## config.mk

```make
export PLATFORM = sky130hd
export DESIGN_NAME = airtime_ewma_estimator_flat
export DESIGN_NICKNAME = d
export VERILOG_FILES = /design/src/aee_pkg.sv /design/src/aee_if.sv /design/src/aee_cfg.sv /design/src/aee_mul.sv /design/src/aee_div.sv /design/src/airtime_ewma_estimator.sv /design/src/flat_wrapper.sv
export SDC_FILE = /design/constraint.sdc
export NUM_CORES = 2
export LEC_CHECK = 0
export BUFFER_PORTS_ARGS = -buffer_cell sky130_fd_sc_hd__buf_4
export CAP_MARGIN = 20
export CORE_MARGIN = 2
export CORE_UTILIZATION = 55
export DETAILED_ROUTE_END_ITERATION = 12
export PLACE_DENSITY = 0.8
export SYNTH_ARGS = -nofsm -noshare
export SYNTH_HDL_FRONTEND = slang
export SYNTH_HIERARCHICAL = 1
export SYNTH_SLANG_ARGS = --single-unit
```

## constraint.sdc

```tcl
create_clock -name i_clk -period 8.3 [get_ports i_clk]
set_clock_uncertainty 0.05 [all_clocks]
set_input_delay 0.415 -clock i_clk [delete_from_list [all_inputs] [get_ports i_clk]]
set_output_delay 0.415 -clock i_clk [all_outputs]
set_load 0.05 [all_outputs]
```

## src/aee_pkg.sv

```systemverilog
// shared types, constants and register codes for the airtime ewma estimator
`default_nettype none
package aee_pkg;

    // widths and defaults
    localparam int TIME_BITS_DEF = 48;
    localparam int OUT_TIME_W    = 48;
    localparam int CNT_W         = 32;
    localparam int CWSUM_W       = 48;
    localparam int W_W           = 17;
    localparam int Q_W           = 18;
    localparam int DIV_W         = 43;
    localparam int DSTEP_W       = 5;
    localparam int MUL_STEPS     = 17;
    localparam int PADDR_W       = 4;
    localparam int RATIO_STEPS   = 18;
    localparam int CW_STEPS      = 16;
    localparam int RND_HALF      = 32768;

    // register indexes (byte address / 4)
    typedef logic [1:0] t_reg_idx;
    localparam t_reg_idx REG_ENABLE = 2'd0;
    localparam t_reg_idx REG_PERIOD = 2'd1;
    localparam t_reg_idx REG_WEIGHT = 2'd2;

    // register reset values and limits
    localparam logic [31:0]    PERIOD_RST = 32'd100000000;
    localparam logic [W_W-1:0] WEIGHT_RST = 17'd52429;
    localparam logic [W_W-1:0] WEIGHT_ONE = 17'd65536;

    typedef enum logic [3:0] {
        S_IDLE,
        S_TXN,
        S_ACC,
        S_MUL_GO,
        S_MUL_WAIT,
        S_SMOOTH,
        S_RATIO_GO,
        S_RATIO_WAIT,
        S_CW_GO,
        S_CW_WAIT,
        S_EMIT
    } t_state;

    typedef struct packed {
        logic           enable;
        logic [31:0]    period_ns;
        logic [W_W-1:0] history_weight;
    } t_cfg;

    typedef struct packed {
        logic               start;
        logic [DSTEP_W-1:0] steps;
    } t_div_req;

    typedef struct packed {
        logic busy;
        logic done;
    } t_unit_sts;

endpackage
`default_nettype wire

```

## src/aee_if.sv

```systemverilog
// valid/ready channel interfaces for input and result words
`default_nettype none
interface aee_in_if;
    logic        valid;
    logic        ready;
    logic        op;
    logic        is_data;
    logic [9:0]  contention_window;
    logic [15:0] slot_ns;
    logic [15:0] sifs_ns;
    logic [15:0] difs_ns;
    logic [19:0] rts_ns;
    logic [19:0] cts_ns;
    logic [23:0] frame_ns;
    logic [19:0] mac_ack_ns;
    logic        past_stop;

    modport source (
        output valid, op, is_data, contention_window, slot_ns, sifs_ns, difs_ns,
               rts_ns, cts_ns, frame_ns, mac_ack_ns, past_stop,
        input  ready
    );
    modport sink (
        input  valid, op, is_data, contention_window, slot_ns, sifs_ns, difs_ns,
               rts_ns, cts_ns, frame_ns, mac_ack_ns, past_stop,
        output ready
    );
endinterface

interface aee_out_if;
    logic        valid;
    logic        ready;
    logic [31:0] period_index;
    logic [47:0] raw_active_ns;
    logic [47:0] prior_smoothed_ns;
    logic [47:0] smoothed_ns;
    logic [17:0] bandwidth_ratio;
    logic [31:0] data_count;
    logic [31:0] ack_count;
    logic [15:0] average_cw;
    logic [47:0] backoff_sum_ns;
    logic [47:0] rts_sum_ns;
    logic [47:0] cts_sum_ns;
    logic [47:0] interframe_sum_ns;

    modport source (
        output valid, period_index, raw_active_ns, prior_smoothed_ns, smoothed_ns,
               bandwidth_ratio, data_count, ack_count, average_cw, backoff_sum_ns,
               rts_sum_ns, cts_sum_ns, interframe_sum_ns,
        input  ready
    );
    modport sink (
        input  valid, period_index, raw_active_ns, prior_smoothed_ns, smoothed_ns,
               bandwidth_ratio, data_count, ack_count, average_cw, backoff_sum_ns,
               rts_sum_ns, cts_sum_ns, interframe_sum_ns,
        output ready
    );
endinterface
`default_nettype wire

```

## src/aee_cfg.sv

```systemverilog
// apb configuration registers
`default_nettype none
module aee_cfg
    import aee_pkg::*;
(
    input  wire logic               i_clk,
    input  wire logic               i_rst_n,
    input  wire logic               psel,
    input  wire logic               penable,
    input  wire logic               pwrite,
    input  wire logic [PADDR_W-1:0] paddr,
    input  wire logic [31:0]        pwdata,
    output logic      [31:0]        prdata,
    output logic                    pready,
    output t_cfg                    o_cfg
);

    t_cfg     r_cfg;
    t_reg_idx idx;
    logic     wr;

    assign idx    = paddr[PADDR_W-1:2];
    assign wr     = psel && penable && pwrite;
    assign pready = 1'b1;
    assign o_cfg  = r_cfg;

    // register writes
    always_ff @(posedge i_clk) begin
        if (!i_rst_n) begin
            r_cfg.enable         <= 1'b0;
            r_cfg.period_ns      <= PERIOD_RST;
            r_cfg.history_weight <= WEIGHT_RST;
        end else if (wr) begin
            case (idx)
                REG_ENABLE: r_cfg.enable         <= pwdata[0];
                REG_PERIOD: r_cfg.period_ns      <= pwdata;
                REG_WEIGHT: r_cfg.history_weight <= pwdata[W_W-1:0];
                default: ;
            endcase
        end
    end

    // read mux
    always_comb begin
        case (idx)
            REG_ENABLE: prdata = {31'd0, r_cfg.enable};
            REG_PERIOD: prdata = r_cfg.period_ns;
            REG_WEIGHT: prdata = {15'd0, r_cfg.history_weight};
            default:    prdata = 32'd0;
        endcase
    end

endmodule
`default_nettype wire

```

## src/aee_mul.sv

```systemverilog
// shift-add unit for the weighted sum w*s + (1-w)*raw, one weight bit a cycle
`default_nettype none
module aee_mul
    import aee_pkg::*;
#(
    parameter int TIME_BITS = TIME_BITS_DEF
) (
    input  wire logic                     i_clk,
    input  wire logic                     i_rst_n,
    input  wire logic                     i_start,
    input  wire logic [TIME_BITS-1:0]     i_hist,
    input  wire logic [TIME_BITS-1:0]     i_raw,
    input  wire logic [W_W-1:0]           i_w,
    input  wire logic [W_W-1:0]           i_u,
    output logic      [TIME_BITS+W_W-1:0] o_prod,
    output t_unit_sts                     o_sts
);

    localparam int PW = TIME_BITS + W_W;

    logic [PW-1:0]      r_acc;
    logic [W_W-1:0]     r_w;
    logic [W_W-1:0]     r_u;
    logic [DSTEP_W-1:0] r_cnt;
    logic               r_busy;
    logic               r_done;
    logic [PW-1:0]      step_sum;

    // msb-first accumulate of both weighted terms
    assign step_sum = {r_acc[PW-2:0], 1'b0}
                    + (r_w[W_W-1] ? PW'(i_hist) : '0)
                    + (r_u[W_W-1] ? PW'(i_raw) : '0);

    always_ff @(posedge i_clk) begin
        if (!i_rst_n) begin
            r_busy <= 1'b0;
            r_done <= 1'b0;
            r_cnt  <= '0;
        end else begin
            r_done <= 1'b0;
            if (i_start) begin
                r_busy <= 1'b1;
                r_cnt  <= DSTEP_W'(MUL_STEPS);
            end else if (r_busy) begin
                r_cnt <= r_cnt - 1'b1;
                if (r_cnt == DSTEP_W'(1)) begin
                    r_busy <= 1'b0;
                    r_done <= 1'b1;
                end
            end
        end
    end

    // datapath
    always_ff @(posedge i_clk) begin
        if (i_start) begin
            r_acc <= '0;
            r_w   <= i_w;
            r_u   <= i_u;
        end else if (r_busy) begin
            r_acc <= step_sum;
            r_w   <= {r_w[W_W-2:0], 1'b0};
            r_u   <= {r_u[W_W-2:0], 1'b0};
        end
    end

    assign o_prod = r_acc;
    assign o_sts  = '{busy: r_busy, done: r_done};

endmodule
`default_nettype wire

```

## src/aee_div.sv

```systemverilog
// restoring divider for fractions num/den with num < den, one quotient bit a cycle
`default_nettype none
module aee_div
    import aee_pkg::*;
(
    input  wire logic             i_clk,
    input  wire logic             i_rst_n,
    input  wire t_div_req         i_req,
    input  wire logic [DIV_W-1:0] i_num,
    input  wire logic [DIV_W-1:0] i_den,
    output logic      [Q_W-1:0]   o_quot,
    output t_unit_sts             o_sts
);

    logic [DIV_W-1:0]   r_rem;
    logic [DIV_W-1:0]   r_den;
    logic [Q_W-1:0]     r_quot;
    logic [DSTEP_W-1:0] r_cnt;
    logic               r_busy;
    logic               r_done;
    logic [DIV_W:0]     rem2;
    logic [DIV_W:0]     diff;
    logic               ge;

    // shared compare and subtract
    assign rem2 = {r_rem, 1'b0};
    assign diff = rem2 - {1'b0, r_den};
    assign ge   = rem2 >= {1'b0, r_den};

    always_ff @(posedge i_clk) begin
        if (!i_rst_n) begin
            r_busy <= 1'b0;
            r_done <= 1'b0;
            r_cnt  <= '0;
        end else begin
            r_done <= 1'b0;
            if (i_req.start) begin
                r_busy <= 1'b1;
                r_cnt  <= i_req.steps;
            end else if (r_busy) begin
                r_cnt <= r_cnt - 1'b1;
                if (r_cnt == DSTEP_W'(1)) begin
                    r_busy <= 1'b0;
                    r_done <= 1'b1;
                end
            end
        end
    end

    // remainder and quotient
    always_ff @(posedge i_clk) begin
        if (i_req.start) begin
            r_rem  <= i_num;
            r_den  <= i_den;
            r_quot <= '0;
        end else if (r_busy) begin
            r_rem  <= ge ? diff[DIV_W-1:0] : rem2[DIV_W-1:0];
            r_quot <= {r_quot[Q_W-2:0], ge};
        end
    end

    assign o_quot = r_quot;
    assign o_sts  = '{busy: r_busy, done: r_done};

endmodule
`default_nettype wire

```

## src/airtime_ewma_estimator.sv

```systemverilog
// top level: sequencer, period accumulators and result register
//
// channel   dir  handshake        word
// i_in      in   valid/ready      transaction or period close
// o_out     out  valid/ready      period report
// apb       in   psel/penable     enable, period_ns, history_weight
//
// a transaction steps through accept, backoff multiply and accumulate
// a reported close runs the shift-add weighting, then the two divisions on
// the shared divider (each skipped when its result saturates), plus
// sequencing; it holds longer while a report waits
// a close that is ignored or marks the stop goes no further than the idle state
// reset is synchronous; the next word is taken while a report waits at o_out
`default_nettype none
module airtime_ewma_estimator
    import aee_pkg::*;
#(
    parameter int TIME_BITS = TIME_BITS_DEF
) (
    input  wire logic               i_clk,
    input  wire logic               i_rst_n,
    aee_in_if.sink                  i_in,
    aee_out_if.source               o_out,
    input  wire logic               psel,
    input  wire logic               penable,
    input  wire logic               pwrite,
    input  wire logic [PADDR_W-1:0] paddr,
    input  wire logic [31:0]        pwdata,
    output logic      [31:0]        prdata,
    output logic                    pready
);

    localparam int PW = TIME_BITS + W_W;

    t_cfg      cfg;
    t_state    r_state, n_state;
    t_div_req  div_req;
    t_unit_sts div_sts, mul_sts;
    logic      mul_start;

    // latched transaction fields
    logic              r_is_data;
    logic [9:0]        r_cw;
    logic [15:0]       r_slot, r_sifs, r_difs;
    logic [19:0]       r_rts, r_cts, r_mack;
    logic [23:0]       r_frame;
    logic [24:0]       r_backoff;
    logic [17:0]       r_ifs;
    logic [24:0]       r_extra;

    // period state
    logic [TIME_BITS-1:0] r_raw, r_smooth, r_prior;
    logic [TIME_BITS-1:0] r_bo_sum, r_rts_sum, r_cts_sum, r_ifs_sum;
    logic [CWSUM_W-1:0]   r_cw_sum;
    logic [CNT_W-1:0]     r_data_cnt, r_ack_cnt, r_period;
    logic                 r_stopped;
    logic [Q_W-1:0]       r_ratio;
    logic [15:0]          r_avg;
    logic                 r_ovalid;

    logic                 in_acc;
    logic [W_W-1:0]       w_clamp, u_comp;
    logic [PW-1:0]        prod;
    logic [PW:0]          rnd;
    logic [DIV_W-1:0]     div_num, div_den;
    logic [Q_W-1:0]       quot;
    logic [CNT_W:0]       pk;
    logic [DIV_W-1:0]     cw_den;
    logic                 ratio_sat, cw_sat;
    logic [26:0]          total;
    logic                 emit_ok;

    function automatic logic [TIME_BITS-1:0] sat_t(input logic [TIME_BITS-1:0] a,
                                                   input logic [TIME_BITS-1:0] b);
        logic [TIME_BITS:0] s;
        s = {1'b0, a} + {1'b0, b};
        return s[TIME_BITS] ? '1 : s[TIME_BITS-1:0];
    endfunction

    function automatic logic [CWSUM_W-1:0] sat_cw(input logic [CWSUM_W-1:0] a,
                                                  input logic [CWSUM_W-1:0] b);
        logic [CWSUM_W:0] s;
        s = {1'b0, a} + {1'b0, b};
        return s[CWSUM_W] ? '1 : s[CWSUM_W-1:0];
    endfunction

    function automatic logic [CNT_W-1:0] sat_inc(input logic [CNT_W-1:0] a);
        return (a == '1) ? a : a + 1'b1;
    endfunction

    function automatic logic [OUT_TIME_W-1:0] to_out(input logic [TIME_BITS-1:0] x);
        logic [63:0] t;
        t = 64'(x);
        return t[OUT_TIME_W-1:0];
    endfunction

    aee_cfg u_cfg (
        .i_clk   (i_clk),
        .i_rst_n (i_rst_n),
        .psel    (psel),
        .penable (penable),
        .pwrite  (pwrite),
        .paddr   (paddr),
        .pwdata  (pwdata),
        .prdata  (prdata),
        .pready  (pready),
        .o_cfg   (cfg)
    );

    // weight clamp to one
    assign w_clamp = (cfg.history_weight > WEIGHT_ONE) ? WEIGHT_ONE : cfg.history_weight;
    assign u_comp  = WEIGHT_ONE - w_clamp;

    aee_mul #(.TIME_BITS(TIME_BITS)) u_mul (
        .i_clk   (i_clk),
        .i_rst_n (i_rst_n),
        .i_start (mul_start),
        .i_hist  (r_smooth),
        .i_raw   (r_raw),
        .i_w     (w_clamp),
        .i_u     (u_comp),
        .o_prod  (prod),
        .o_sts   (mul_sts)
    );

    aee_div u_div (
        .i_clk   (i_clk),
        .i_rst_n (i_rst_n),
        .i_req   (div_req),
        .i_num   (div_num),
        .i_den   (div_den),
        .o_quot  (quot),
        .o_sts   (div_sts)
    );

    // saturation checks and divider operands
    assign ratio_sat = (cfg.period_ns == '0) ||
                       (64'(r_smooth) >= 64'({cfg.period_ns, 2'b00}));
    assign pk        = {1'b0, r_data_cnt} + {1'b0, r_ack_cnt};
    assign cw_den    = {pk, 10'd0};
    assign cw_sat    = r_cw_sum >= CWSUM_W'(cw_den);
    assign div_num   = (r_state == S_RATIO_GO) ? DIV_W'(r_smooth) : DIV_W'(r_cw_sum);
    assign div_den   = (r_state == S_RATIO_GO) ? DIV_W'({cfg.period_ns, 2'b00}) : cw_den;

    assign rnd     = {1'b0, prod} + (PW + 1)'(RND_HALF);
    assign total   = 27'(r_backoff) + 27'(r_ifs) + 27'(r_extra);
    assign in_acc  = i_in.valid && i_in.ready;
    assign emit_ok = !r_ovalid || o_out.ready;

    assign i_in.ready = (r_state == S_IDLE);

    // state register
    always_ff @(posedge i_clk) begin
        if (!i_rst_n) begin
            r_state <= S_IDLE;
        end else begin
            r_state <= n_state;
        end
    end

    // next state and unit starts
    always_comb begin
        n_state       = r_state;
        mul_start     = 1'b0;
        div_req.start = 1'b0;
        div_req.steps = DSTEP_W'(RATIO_STEPS);
        case (r_state)
            S_IDLE: begin
                if (in_acc && cfg.enable) begin
                    if (!i_in.op) begin
                        n_state = S_TXN;
                    end else if (!r_stopped && !i_in.past_stop) begin
                        n_state = S_MUL_GO;
                    end
                end
            end
            S_TXN:    n_state = S_ACC;
            S_ACC:    n_state = S_IDLE;
            S_MUL_GO: begin
                mul_start = 1'b1;
                n_state   = S_MUL_WAIT;
            end
            S_MUL_WAIT: begin
                if (mul_sts.done) begin
                    n_state = S_SMOOTH;
                end
            end
            S_SMOOTH: n_state = S_RATIO_GO;
            S_RATIO_GO: begin
                if (ratio_sat) begin
                    n_state = S_CW_GO;
                end else begin
                    div_req.start = 1'b1;
                    n_state       = S_RATIO_WAIT;
                end
            end
            S_RATIO_WAIT: begin
                if (div_sts.done) begin
                    n_state = S_CW_GO;
                end
            end
            S_CW_GO: begin
                div_req.steps = DSTEP_W'(CW_STEPS);
                if (pk == '0 || cw_sat) begin
                    n_state = S_EMIT;
                end else begin
                    div_req.start = 1'b1;
                    n_state       = S_CW_WAIT;
                end
            end
            S_CW_WAIT: begin
                if (div_sts.done) begin
                    n_state = S_EMIT;
                end
            end
            S_EMIT: begin
                if (emit_ok) begin
                    n_state = S_IDLE;
                end
            end
            default: n_state = S_IDLE;
        endcase
    end

    // input capture and per-transaction terms
    always_ff @(posedge i_clk) begin
        if (in_acc) begin
            r_is_data <= i_in.is_data;
            r_cw      <= i_in.contention_window;
            r_slot    <= i_in.slot_ns;
            r_sifs    <= i_in.sifs_ns;
            r_difs    <= i_in.difs_ns;
            r_rts     <= i_in.rts_ns;
            r_cts     <= i_in.cts_ns;
            r_frame   <= i_in.frame_ns;
            r_mack    <= i_in.mac_ack_ns;
        end
        if (r_state == S_TXN) begin
            r_backoff <= 25'((26'(r_cw) * 26'(r_slot)) >> 1);
            r_ifs     <= 18'(r_sifs) + 18'(r_sifs) + 18'(r_sifs) + 18'(r_difs);
            r_extra   <= 25'(r_frame) + 25'(r_rts) + 25'(r_cts) + 25'(r_mack);
        end
    end

    // period accumulators, smoothing and stop flag
    always_ff @(posedge i_clk) begin
        if (!i_rst_n) begin
            r_raw      <= '0;
            r_smooth   <= '0;
            r_bo_sum   <= '0;
            r_rts_sum  <= '0;
            r_cts_sum  <= '0;
            r_ifs_sum  <= '0;
            r_cw_sum   <= '0;
            r_data_cnt <= '0;
            r_ack_cnt  <= '0;
            r_period   <= '0;
            r_stopped  <= 1'b0;
        end else begin
            case (r_state)
                S_IDLE: begin
                    if (in_acc && cfg.enable && i_in.op && i_in.past_stop) begin
                        r_stopped <= 1'b1;
                    end
                end
                S_ACC: begin
                    if (r_is_data) begin
                        r_data_cnt <= sat_inc(r_data_cnt);
                    end else begin
                        r_ack_cnt <= sat_inc(r_ack_cnt);
                    end
                    r_raw     <= sat_t(r_raw, TIME_BITS'(total));
                    r_cw_sum  <= sat_cw(r_cw_sum, CWSUM_W'(r_cw));
                    r_bo_sum  <= sat_t(r_bo_sum, TIME_BITS'(r_backoff));
                    r_rts_sum <= sat_t(r_rts_sum, TIME_BITS'(r_rts));
                    r_cts_sum <= sat_t(r_cts_sum, TIME_BITS'(r_cts));
                    r_ifs_sum <= sat_t(r_ifs_sum, TIME_BITS'(r_ifs));
                end
                S_SMOOTH: begin
                    r_smooth <= (|rnd[PW:PW-1]) ? '1 : rnd[PW-2:W_W-1];
                end
                S_EMIT: begin
                    if (emit_ok) begin
                        r_period   <= r_period + 1'b1;
                        r_raw      <= '0;
                        r_bo_sum   <= '0;
                        r_rts_sum  <= '0;
                        r_cts_sum  <= '0;
                        r_ifs_sum  <= '0;
                        r_cw_sum   <= '0;
                        r_data_cnt <= '0;
                        r_ack_cnt  <= '0;
                    end
                end
                default: ;
            endcase
        end
    end

    // prior value, ratio and average cw
    always_ff @(posedge i_clk) begin
        case (r_state)
            S_MUL_GO:     r_prior <= r_smooth;
            S_RATIO_GO:   r_ratio <= '1;
            S_RATIO_WAIT: begin
                if (div_sts.done) begin
                    r_ratio <= quot;
                end
            end
            S_CW_GO:      r_avg <= (pk == '0) ? 16'd0 : 16'hFFFF;
            S_CW_WAIT: begin
                if (div_sts.done) begin
                    r_avg <= quot[15:0];
                end
            end
            default: ;
        endcase
    end

    // result register
    always_ff @(posedge i_clk) begin
        if (!i_rst_n) begin
            r_ovalid <= 1'b0;
        end else if (r_state == S_EMIT && emit_ok) begin
            r_ovalid <= 1'b1;
        end else if (o_out.ready) begin
            r_ovalid <= 1'b0;
        end
    end

    always_ff @(posedge i_clk) begin
        if (r_state == S_EMIT && emit_ok) begin
            o_out.period_index      <= r_period;
            o_out.raw_active_ns     <= to_out(r_raw);
            o_out.prior_smoothed_ns <= to_out(r_prior);
            o_out.smoothed_ns       <= to_out(r_smooth);
            o_out.bandwidth_ratio   <= r_ratio;
            o_out.data_count        <= r_data_cnt;
            o_out.ack_count         <= r_ack_cnt;
            o_out.average_cw        <= r_avg;
            o_out.backoff_sum_ns    <= to_out(r_bo_sum);
            o_out.rts_sum_ns        <= to_out(r_rts_sum);
            o_out.cts_sum_ns        <= to_out(r_cts_sum);
            o_out.interframe_sum_ns <= to_out(r_ifs_sum);
        end
    end

    assign o_out.valid = r_ovalid;

    // checks
    a_stop_sticks: assert property (@(posedge i_clk) disable iff (!i_rst_n)
        r_stopped |=> r_stopped)
        else $error("stop flag cleared");

    a_mul_done_state: assert property (@(posedge i_clk) disable iff (!i_rst_n)
        mul_sts.done |-> (r_state == S_MUL_WAIT))
        else $error("multiply finished outside its wait state");

    a_div_done_state: assert property (@(posedge i_clk) disable iff (!i_rst_n)
        div_sts.done |-> (r_state == S_RATIO_WAIT || r_state == S_CW_WAIT))
        else $error("divide finished outside its wait state");

    a_period_step: assert property (@(posedge i_clk) disable iff (!i_rst_n)
        (r_state == S_EMIT && emit_ok) |=> (r_period == $past(r_period) + 1'b1))
        else $error("period number did not advance with a report");

endmodule
`default_nettype wire
```

## src/flat_wrapper.sv

```systemverilog
// flat-port wrapper written by rule: the top's interface ports become plain ports
module airtime_ewma_estimator_flat import aee_pkg::*;
#(
    parameter int TIME_BITS = TIME_BITS_DEF
)
  (i_clk, i_rst_n, psel, penable, pwrite, paddr, pwdata, prdata, pready, i_in_valid, i_in_op, i_in_is_data, i_in_contention_window, i_in_slot_ns, i_in_sifs_ns, i_in_difs_ns, i_in_rts_ns, i_in_cts_ns, i_in_frame_ns, i_in_mac_ack_ns, i_in_past_stop, i_in_ready, o_out_valid, o_out_period_index, o_out_raw_active_ns, o_out_prior_smoothed_ns, o_out_smoothed_ns, o_out_bandwidth_ratio, o_out_data_count, o_out_ack_count, o_out_average_cw, o_out_backoff_sum_ns, o_out_rts_sum_ns, o_out_cts_sum_ns, o_out_interframe_sum_ns, o_out_ready);
  aee_in_if i_in_i ();
  aee_out_if o_out_i ();
  input  wire logic i_clk;
  input  wire logic i_rst_n;
  input  wire logic psel;
  input  wire logic penable;
  input  wire logic pwrite;
  input  wire logic [PADDR_W-1:0] paddr;
  input  wire logic [31:0] pwdata;
  output logic      [31:0] prdata;
  output logic pready;
  input wire logic [$bits(i_in_i.valid)-1:0] i_in_valid;
  input wire logic [$bits(i_in_i.op)-1:0] i_in_op;
  input wire logic [$bits(i_in_i.is_data)-1:0] i_in_is_data;
  input wire logic [$bits(i_in_i.contention_window)-1:0] i_in_contention_window;
  input wire logic [$bits(i_in_i.slot_ns)-1:0] i_in_slot_ns;
  input wire logic [$bits(i_in_i.sifs_ns)-1:0] i_in_sifs_ns;
  input wire logic [$bits(i_in_i.difs_ns)-1:0] i_in_difs_ns;
  input wire logic [$bits(i_in_i.rts_ns)-1:0] i_in_rts_ns;
  input wire logic [$bits(i_in_i.cts_ns)-1:0] i_in_cts_ns;
  input wire logic [$bits(i_in_i.frame_ns)-1:0] i_in_frame_ns;
  input wire logic [$bits(i_in_i.mac_ack_ns)-1:0] i_in_mac_ack_ns;
  input wire logic [$bits(i_in_i.past_stop)-1:0] i_in_past_stop;
  output wire logic [$bits(i_in_i.ready)-1:0] i_in_ready;
  output wire logic [$bits(o_out_i.valid)-1:0] o_out_valid;
  output wire logic [$bits(o_out_i.period_index)-1:0] o_out_period_index;
  output wire logic [$bits(o_out_i.raw_active_ns)-1:0] o_out_raw_active_ns;
  output wire logic [$bits(o_out_i.prior_smoothed_ns)-1:0] o_out_prior_smoothed_ns;
  output wire logic [$bits(o_out_i.smoothed_ns)-1:0] o_out_smoothed_ns;
  output wire logic [$bits(o_out_i.bandwidth_ratio)-1:0] o_out_bandwidth_ratio;
  output wire logic [$bits(o_out_i.data_count)-1:0] o_out_data_count;
  output wire logic [$bits(o_out_i.ack_count)-1:0] o_out_ack_count;
  output wire logic [$bits(o_out_i.average_cw)-1:0] o_out_average_cw;
  output wire logic [$bits(o_out_i.backoff_sum_ns)-1:0] o_out_backoff_sum_ns;
  output wire logic [$bits(o_out_i.rts_sum_ns)-1:0] o_out_rts_sum_ns;
  output wire logic [$bits(o_out_i.cts_sum_ns)-1:0] o_out_cts_sum_ns;
  output wire logic [$bits(o_out_i.interframe_sum_ns)-1:0] o_out_interframe_sum_ns;
  input wire logic [$bits(o_out_i.ready)-1:0] o_out_ready;
  assign i_in_i.valid = i_in_valid;
  assign i_in_i.op = i_in_op;
  assign i_in_i.is_data = i_in_is_data;
  assign i_in_i.contention_window = i_in_contention_window;
  assign i_in_i.slot_ns = i_in_slot_ns;
  assign i_in_i.sifs_ns = i_in_sifs_ns;
  assign i_in_i.difs_ns = i_in_difs_ns;
  assign i_in_i.rts_ns = i_in_rts_ns;
  assign i_in_i.cts_ns = i_in_cts_ns;
  assign i_in_i.frame_ns = i_in_frame_ns;
  assign i_in_i.mac_ack_ns = i_in_mac_ack_ns;
  assign i_in_i.past_stop = i_in_past_stop;
  assign i_in_ready = i_in_i.ready;
  assign o_out_valid = o_out_i.valid;
  assign o_out_period_index = o_out_i.period_index;
  assign o_out_raw_active_ns = o_out_i.raw_active_ns;
  assign o_out_prior_smoothed_ns = o_out_i.prior_smoothed_ns;
  assign o_out_smoothed_ns = o_out_i.smoothed_ns;
  assign o_out_bandwidth_ratio = o_out_i.bandwidth_ratio;
  assign o_out_data_count = o_out_i.data_count;
  assign o_out_ack_count = o_out_i.ack_count;
  assign o_out_average_cw = o_out_i.average_cw;
  assign o_out_backoff_sum_ns = o_out_i.backoff_sum_ns;
  assign o_out_rts_sum_ns = o_out_i.rts_sum_ns;
  assign o_out_cts_sum_ns = o_out_i.cts_sum_ns;
  assign o_out_interframe_sum_ns = o_out_i.interframe_sum_ns;
  assign o_out_i.ready = o_out_ready;
  airtime_ewma_estimator #(.TIME_BITS(TIME_BITS)) u_core (.i_clk(i_clk), .i_rst_n(i_rst_n), .i_in(i_in_i), .o_out(o_out_i), .psel(psel), .penable(penable), .pwrite(pwrite), .paddr(paddr), .pwdata(pwdata), .prdata(prdata), .pready(pready));
endmodule
```

# --- Word-level counts from Yosys, hierarchy flattened ---
# Cells that the tools add are included.
# Widths: inputs -> output; s select.
totals:
  reg_bits: 1464
classes:
  bitwise: 3
  n_reduce_logical: 39
  n_mul: 1
  order_cmp: 4
  muxes: 68
  eq_ne: 26
  add_sub_neg: 25
ops:
  columns: ["cell", "count"]
  rows:
  - ["$pmux 48 s2", 6]
  - ["$mux 48", 10]
  - ["$mux 43", 4]
  - ["$mux 32", 5]
  - ["$pmux 32 s2", 2]
  - ["$add 48x20->49", 2]
  - ["$add 32x1->32 const B", 3]
  - ["$pmux 32 s3", 1]
  - ["$mux 17", 5]
  - ["$add 65x16->66 const B", 1]
  - ["$add 65x48->65", 1]
  - ["$add 65x65->65", 1]
  - ["$eq 32x32->1 const B", 2]
  - ["$add 25x20->25", 2]
  - ["$add 48x10->49", 1]
  - ["$add 48x18->49", 1]
  - ["$add 48x25->49", 1]
  - ["$add 48x27->49", 1]
  - ["$ge 48x34->1", 1]
  - ["$ge 48x43->1", 1]
  - ["$ge 44x43->1", 1]
  - ["$sub 43x43->43", 1]
  - ["$pmux 4 s10", 1]
  - ["$add 18x16->18", 2]
  - ["43 further kinds", 110]

# --- Logic depth before layout (Yosys ltp) ---
logic_depth:
  depth_word: 6
  ltp_mapped: 27

# --- Modules after synthesis ---
# Netlist, hierarchy kept.
modules_own_cells:
  columns: ["mod", "n_inst", "area_per_inst_um2", "seq_area_each_um2", "cells_per_inst"]
  rows:
  - ["airtime_ewma_estimator", 1, 61993.2, 31560.3, 5672]
  - ["aee_mul", 1, 8396.8, 2462.4, 922]
  - ["aee_div", 1, 7223.2, 3083.0, 747]
  - ["aee_cfg", 1, 2323.5, 1001.0, 264]

# --- Worst setup path before layout ---
# No wires, ideal clock.
synth_path:
  path_type: "flip-flop to flip-flop"
  startpoint: "reg u_core.r_ovalid, in the netlist u_core/o_out.valid"
  endpoint: "reg u_core.r_period[28]"
  arrival_ps: 7869
  path_buffers: 2
  setup_ps: 128
  synth_period_minus_slack_ps: 8046
  path_stages_with_launch: 14
  slack_ps: 254
  path_cell_list: "dfxtp_1 nor2b_1 nand2b_1 clkbuf_1 inv_2 and3_1 clkbuf_1 nand2_1 or3_1 nor2_1 and3_1 nand2_1 xor2_1 nor2_1"
synth_between:
  elab_chain_cells: 3
synth_lines:
  columns: ["element", "line_no", "source"]
  rows:
  - ["start: declaration", "airtime_ewma_estimator.sv:59", "logic r_ovalid;"]
  - ["start signal: assignment", "airtime_ewma_estimator.sv:323", "r_ovalid <= 1'b0;"]
  - ["start signal: assignment", "airtime_ewma_estimator.sv:325", "r_ovalid <= 1'b1;"]
  - ["start signal: assignment", "airtime_ewma_estimator.sv:327", "r_ovalid <= 1'b0;"]
  - ["$logic_not 1->1", "airtime_ewma_estimator.sv:148", "assign emit_ok = !r_ovalid || o_out.ready;"]
  - ["$logic_or 1x1->1", "airtime_ewma_estimator.sv:148", null]
  - ["$reduce_and 2->1 (no source line)", null, null]
  - ["end signal: assignment", "airtime_ewma_estimator.sv:284", "r_period <= r_period + 1'b1;"]
  - ["end: declaration", "airtime_ewma_estimator.sv:55", "logic [CNT_W-1:0] r_data_cnt, r_ack_cnt, r_period;"]
# No other way between the ends.
# A chain may end at the register's enable or synchronous reset.

==> metrics.csv <==
metric,value,unit
outcome,completed,
tritoncts,done,
dp_hpwl,189000,um
dp.cells,9932,
peakVddDrop,0.353,mV
worstPathMaxFanout,93,
fp.dieW,385,um
globalplace.congestion,1.00,
crit_family,compound AO/OA/AOI/OAI gates,
slew_headroom,20.0,%
die_area,0.148,sq mm
antenna_found_initial,23,
slowest_delay,0.55,ns
cts_hold_buf,181,
slowest_stage,or2_4,
reg2regPathDepth,25,
cts_sinks,1464,
power_density,208,mW/mm^2
worst-path-stages,25,
ios,689,
place_area,0.0867,sq mm
routed_via_density,6.26,
setup_tns,0,ns
worst_skew_pair.late_latency,0.81,ns
grt_max_degree,144,
floorplan.initialDensity,55.5,%
syn_inst,7603,
power.total,19.5,mW
final_cells,10400,
holdPathStages,2,
tightest_slew,1.20,ns
routedWlPerCell,25.2,um
drive_above_1_share,13.6,%
fin_util,65.1,%
cts_resized,0,
grt_pass1_wl,388000,um
fmax,150,MHz
grt_pass1_vias,62900,
rsz0062_at_grt,false,
drv_cap,0,
finalNetCount,9248,
slew_viol_final,0,
cp.required,8.79,ns
drt_wl_total,262000,um
grt_use_total,34.5,%
drtPass1Iterations,6,
avgSynthCellArea,10.5,sq um
cts.path.max_buffers,3,
fin_crit_sh,80.3,%
power.leakage,36.7,nW
hold_path.class,in -> reg,
drt-initial-drc-count,7686,
fill_cells,11000,
die_y,385,um
period_needed,6.67,ns
via_count,65200,
arrival,7.16,ns
rows,139,
drc,0,
cts_root_buf,clkbuf_16,
critical_path_buf_inv_count,2,
htreeDepth,4,
start_kind,flip-flop,
finalSetupViolCount,0,
io_buffers,685,
clk_pin_slew,0.07,ns
core_area,0.144,sq mm
worstSetupPathType,reg -> reg,
grt_overflow,0,
final-seq-area,0.0381,sq mm
endpoint_kind,flip-flop,
cts_setup_buffers,0,
final_cell_area,0.0937,sq mm
multi_input_area,0.0391,sq mm
synth_warnings,6,
ant_nets,0,
syn_area,0.0799,sq mm
final-hold-violation-count,0,
cts_buffers,157,
area_growth,17.3,%
## worst reg2reg max path, cell delays in order (launching register included)
cell and delay, ns:
dfxtp_1 0.43, ha_1 0.24, inv_1 0.07, fa_1 0.41, nor2b_1 0.26, o31ai_2 0.14
a211o_1 0.37, a21oi_4 0.22, o211ai_1 0.16, nor3b_1 0.20, or2_2 0.33, ha_1 0.19
a21o_1 0.17, a21o_1 0.17, a21oi_1 0.14, o21ai_0 0.10, nand3_1 0.08, nand2_1 0.11
a311o_1 0.34, a311oi_1 0.25, o21ai_0 0.18, nor3_1 0.22, or2_4 0.55, buf_12 0.44
nor2_1 0.24, a221o_1 0.36
## where the power goes
group | total [mW] | switching [mW] | internal [mW] | leakage (nW)
combinational | 4.18 | 2.34 | 1.84 | 21.8
clock | 7.05 | 3.05 | 3.99 | 2.48
sequential | 8.24 | 0.247 | 8.00 | 12.5
total | 19.5 | 5.64 | 13.8 | 36.7
## flip-flops by register name (all words and copies together), names as in the netlist, 43 cells and up
signal	flops
u_core/u_div/r_rem	43
u_core/o_out.backoff_sum_ns	48
u_core/r_rts_sum	48
u_core/o_out.rts_sum_ns	48
u_core/r_cts_sum	48
u_core/r_bo_sum	48
u_core/r_cw_sum	48
u_core/o_out.interframe_sum_ns	48
u_core/r_smooth	48
u_core/o_out.prior_smoothed_ns	48
u_core/u_mul/o_prod	65
u_core/u_div/r_den	43
u_core/o_out.raw_active_ns	48
u_core/r_prior	48
u_core/u_cfg/o_cfg	50
u_core/o_out.cts_sum_ns	48
u_core/r_raw	48
u_core/r_ifs_sum	48
u_core/o_out.smoothed_ns	48
## final cells by class
type,count,area share [%]
timing repair buffer,947,8.12
clock buffer,215,4.63
tap,1903,2.54
inverter,364,1.47
antenna,16,0.0427
clock inverter,77,0.852
sequential,1464,40.7
multi-input combinational,5435,41.7
## routing by layer
layer | wire (um) | vias up | GRT usage (%)
met5 | 57 | - | 0
met4 | 16000 | 8 | 19.1
met3 | 24600 | 670 | 6.00
met2 | 119000 | 3594 | 54.3
met1 | 102000 | 31800 | 45.4
li1 | - | 29200 | -
## worst paths after layout
| check | to | slack [ns] | startpoint |
|---|---|---|---|
| setup / recovery | u_core/u_div/r_rem[32] | 1.63 | u_core/r_data_cnt[0] |
| hold / removal | u_core/r_frame[4] | 0.14 | i_in_valid |
| setup reg to reg | u_core/u_div/r_rem[32] | 1.63 | u_core/r_data_cnt[0] |
| hold reg to reg | u_core/o_out.prior_smoothed_ns[5] | 0.36 | u_core/r_prior[5] |
## metrics by stage
stage / hold slack (ns) / worst slack (ns)
2_1_floorplan: 0.350 / 0.254
3_3_place_gp: 0.351 / 1.89
3_5_place_dp: 0.355 / 1.76
4_1_cts: 0.0917 / 1.71
5_1_grt: 0.116 / 1.21
6_report: 0.144 / 1.63
## cell usage in the layout (no fill, tap or decap), drive strengths merged, types with 44 or more instances in the layout
master	instances
buf	766
fa	264
a21oi	564
ha	427
or3	63
clkinv	44
o211ai	63
inv	376
a31oi	72
nor2b	58
nand2b	56
o21ai	452
o21a	71
a311oi	92
dlygate4sd3	181
nand3	192
nor4	47
edfxtp	879
nor2	475
xnor2	215
nand2	759
nor3	167
mux2i	94
clkbuf	215
a21o	131
a211oi	60
and2	219
dfxtp	585
xor2	182
and3	96
nand4	96
(Power assumes the default switching activity.)
